File: src/hdl/sdtq_ram.sv
// Generic simple dual-port RAM, one write and one registered read port.
// No dependencies.
module sdtq_ram #(
    parameter int WIDTH = 8,
    parameter int DEPTH = 64
) (
    input  logic                     i_clk,
    input  logic                     i_we,
    input  logic [$clog2(DEPTH)-1:0] i_waddr,
    input  logic [WIDTH-1:0]         i_wdata,
    input  logic [$clog2(DEPTH)-1:0] i_raddr,
    output logic [WIDTH-1:0]         o_rdata
);
    logic [WIDTH-1:0] r_mem [DEPTH];
    logic [WIDTH-1:0] r_rdata;

    always_ff @(posedge i_clk) begin
        if (i_we) begin
            r_mem[i_waddr] <= i_wdata;
        end
        r_rdata <= r_mem[i_raddr];
    end

    assign o_rdata = r_rdata;
endmodule

File: config.mk
export PLATFORM = sky130hd
export DESIGN_NAME = sdtq_ram
export DESIGN_NICKNAME = d
export VERILOG_FILES = /design/src/hdl/sdtq_ram.sv
export SDC_FILE = /design/constraint.sdc
export NUM_CORES = 1
export LEC_CHECK = 0
export ABC_AREA = 1
export ABC_CLOCK_PERIOD_IN_PS = 4600
export BUFFER_PORTS_ARGS = -buffer_cell sky130_fd_sc_hd__clkbuf_2
export CORE_MARGIN = 10
export CORE_UTILIZATION = 60
export DETAILED_ROUTE_END_ITERATION = 10
export PLACE_DENSITY = 0.87
export RECOVER_POWER = 25
export SLEW_MARGIN = 10
export SYNTH_ARGS = -nofsm -noshare
export SYNTH_HDL_FRONTEND = slang
export SYNTH_SLANG_ARGS = --single-unit
File: constraint.sdc
create_clock -name i_clk -period 4.6 [get_ports i_clk]
set_input_delay 0.46 -clock i_clk [delete_from_list [all_inputs] [get_ports i_clk]]
set_output_delay 0.46 -clock i_clk [all_outputs]
set_load 0.005 [all_outputs]
; Yosys cells after proc, flatten, opt, wreduce, memory -nomap -nowiden
; Memories as Yosys holds them, arrays and structs flattened. A register that Yosys moved wholly into a read port is not among the register bits.
; Index checks and enable logic that the tools add are counted.
[totals]
regBits = 0
mem_bits_rw = 512
input_bits = 22
out_inout_bits = 8
elab_cells = 3
mem_count = 1
[memory_table]
columns = memory, words, width, read_ports, rd_clocked_by_memory_dff, write_ports, line
row1 = r_mem, 64, 8, 1, 1, 1, 14  ; logic [WIDTH-1:0] r_mem [DEPTH];
[classes]
n_mux = 2
[ops]
columns = op, count
row1 = $mux W1, 2

; Depth between registers and ports, before layout
[logic_depth]
word_depth = 2
ltp_mapped = 12
mapped_depth_nobuf = 9

; Worst setup path before layout
; OpenSTA, ideal clock, no wires.
[synth_path]
path_type = input-to-reg
from = in i_we
to = mem r_mem[48][0], enable pin
setup_time_ns = 0.395
arrival_time_ns = 1.831
required_ns = 4.205
path_slack_ns = 2.374
stages = 3
n_path_buf = 1
cell_sequence = clkbuf_1 nand4_1 nor4_1
[synth_between]
elab_chain_len = 2
[synth_lines]
columns = item, line
row1 = "start, declared", 8  ; input logic i_we,
row2 = $mux W1, 18  ; if (i_we) begin
row3 = $mux W1 (implied by the code), 19  ; r_mem[i_waddr] <= i_wdata;
row4 = "end, declared", 14
; Every way passes these cells.

; Worst setup path after layout
[layout_path]
from = in i_wdata[3]
to = mem r_mem[19][3] (data pin)
[layout_rtl]
columns = item, line
row1 = "start, declared", 10  ; input logic [WIDTH-1:0] i_wdata,
; Straight into the memory's write port.

==> impl_metrics.toml <==
[floorplanning]
placementRows = 69
coreArea_sq_um = 35300
ios = 30
initial_core_util = 0.604
fp.dieArea_sq_um = 43500
die_h_um = 209
fp.dieW_um = 209

[cts]
cts_hold_buf = 0
cts_root_buf = "clkbuf_16"
post_cts_resized = 0
cts_setup_buffers = 0
clock_path_buffers = 3
clock-sinks = 520
cts_tree = "yes"
clkTransAtPathRegs_ns = 0.07
cts.htree.levels = 2
numCtsBuffers = 50
clock_latency_ns = 0.57

[global_route]
grt_max_degree = 92
grt-ovfl-total = 0
grtUsageTotal = 0.237
grt_pass1_wl_um = 81500
grt_pass1_vias = 14400
antenna_found_initial = 1

[placement]
dpl.cell_count = 2208
dp_hpwl_um = 29100
placed_cell_area_sq_um = 21500
routabilityCongestion = 0.899
port_buffers = 29

[timing]
hold_viol_final = 0
fin_skew_ns = 0.0264
setup_viol = 0
setup-tns-final_ns = 0
fin_crit_sh = 0.683
slew_headroom = -1.30
rsz0062_at_grt = "no"
drv_slew = 390
finalCriticalPeriod_ns = 3.14
hold_ws_ns = 0.320
max_freq_mhz = 318
worst_pin_slew_ns = 3.45

[layout]
syn_to_final_growth_pct = 8.29
num-nets-final = 1821
diodes = 0
final_area_sq_um = 23100
fillers = 2350
multi_input_area_sq_um = 4950
mostFrequentLayoutCell = "nand2_1"
drive_gt1_frac = 0.0679
final_cell_mix = "nand2_1, edfxtp_1, nand3_1"
layoutNonFillerInstCount = 2301
seq_area_sq_um = 15500

[synth]
ys_seq_area_frac = 0.728
synth-seq-cells = 520
synth_cell_types = 16
synth_area_leader_cell = "edfxtp_1"
netlist_top_cells_area = "edfxtp_1, nand2_1, nand3_1"
yosys_warnings = 0
synth_top_area_share = 0.720
syn_area_sq_um = 21300
synthCells = 1805
syn_area_per_cell_sq_um = 11.8
syn_nets = 1827

[critical_path]
worst-path-max-fanout = 64
crit_slowest_cell = "clkbuf_1"
path_class = "in -> reg"
crit_path_max_incr_delay_ns = 2.41
worst-path-buf-inv = 2
crit_arrival_ns = 2.99
worstSetupStartpointType = "input port"
required_ns = 4.45
cp_top_family = "buffers and inverters"
cp_cell_sequence = "clkbuf_2, clkbuf_1"
end_kind = "flop"

[pwr]
p_per_area_nw_per_um2 = 432
switchingPower_mw = 2.21
power.switching_fraction = 0.221
internal-power_mw = 7.78
share_comb_of_total_power = 0.059
power.leakage_nw = 8.28
ir_drop_mv = 0.370
power_frac_clock = 0.413
p_seq_frac = 0.528

[run]
drv_cap = 6

[detailed_routing]
routed_via_density = 6.36
final_antenna_net_count = 0
dr.pass1.iters = 11
wl_per_cell_um = 23.0
routed_wl_um = 53000
vias = 14600
drt-initial-drc-count = 2164
drc_errors = 0

[run_status]
outcome = "finished with violations"
violations = "capacitance limit, slew limit"

[hold_path]
hold_path.class = "in -> reg"
==> per-layer routing <==
layer / vias up / routed length, um / GRT usage
li1: 6335 / - / -
met1: 6901 / 18900 / 0.302
met2: 1175 / 25800 / 0.392
met3: 216 / 5980 / 0.0416
met4: 2 / 2290 / 0.106
met5: - / 13 / 0
==> tightest hold or removal path: stages <==
cell	delay (ns)
clkbuf_2	0.19
nand3_1	0.13
nand2_1	0.05
==> metrics by stage <==
stage / worst slack, ns / power [mW] / util
after floorplan: 2.37 / 5.72 / -
after global placement: 1.74 / 5.91 / 0.608
after detailed placement: 1.65 / 5.93 / 0.608
after CTS: 2.21 / 9.97 / 0.655
after global routing: 1.34 / 10.2 / 0.654
final: 1.46 / 9.99 / 0.654
==> power by group through the flow <==
stage | Combinational, mW | Clock, mW | Sequential [mW]
2_1_floorplan | 0.369 | 0 | 5.35
3_3_place_gp | 0.553 | 0 | 5.36
3_5_place_dp | 0.573 | 0 | 5.36
4_1_cts | 0.582 | 4.13 | 5.26
5_1_grt | 0.639 | 4.32 | 5.27
6_report | 0.594 | 4.12 | 5.27
==> final timing paths <==
| check | depth (start not counted) | start | slack, ns | to |
|---|---|---|---|---|
| min | 3 | i_raddr[5] | 0.32 | o_rdata[1] |
| max | 2 | i_wdata[3] | 1.46 | r_mem[19][3] |
| max reg2reg | 8 | r_mem[43][4] | 3.06 | o_rdata[4] |
| min reg2reg | 8 | r_mem[10][6] | 0.83 | o_rdata[6] |
==> Yosys cell counts <==
library cell,count
nand2_1,648
edfxtp_1,512
nand3_1,439
nor2_1,56
buf_2,37
buf_6,35
clkbuf_1,15
buf_4,14
buf_1,10
inv_1,10
nand4_1,9
dfxtp_1,8
nor4_1,8
buf_8,2
inv_2,1
inv_6,1
==> kinds of logic (layout without fill, tap and decap cells) <==
family | after synthesis | in the layout | share of synthesized area
DFF | 520 | 520 | 0.728
buffers and inverters | 125 | 160 | 0.0402
and+or+nand+nor | 1160 | 1160 | 0.232
==> registers in the layout, summed over array words and instances (netlist names) <==
| register | count |
|---|---|
| o_rdata | 8 |
| r_mem | 512 |
==> layout make-up <==
type | count | share of cell area
clock buffers | 56 | 0.0551
clock inverters | 37 | 0.0161
inverters | 12 | 0.00227
multi-input cells | 1160 | 0.214
flip-flops and latches | 520 | 0.672
well taps | 461 | 0.0250
repair buffers | 55 | 0.0152
No activity file was read; power rests on OpenSTA's default activity.
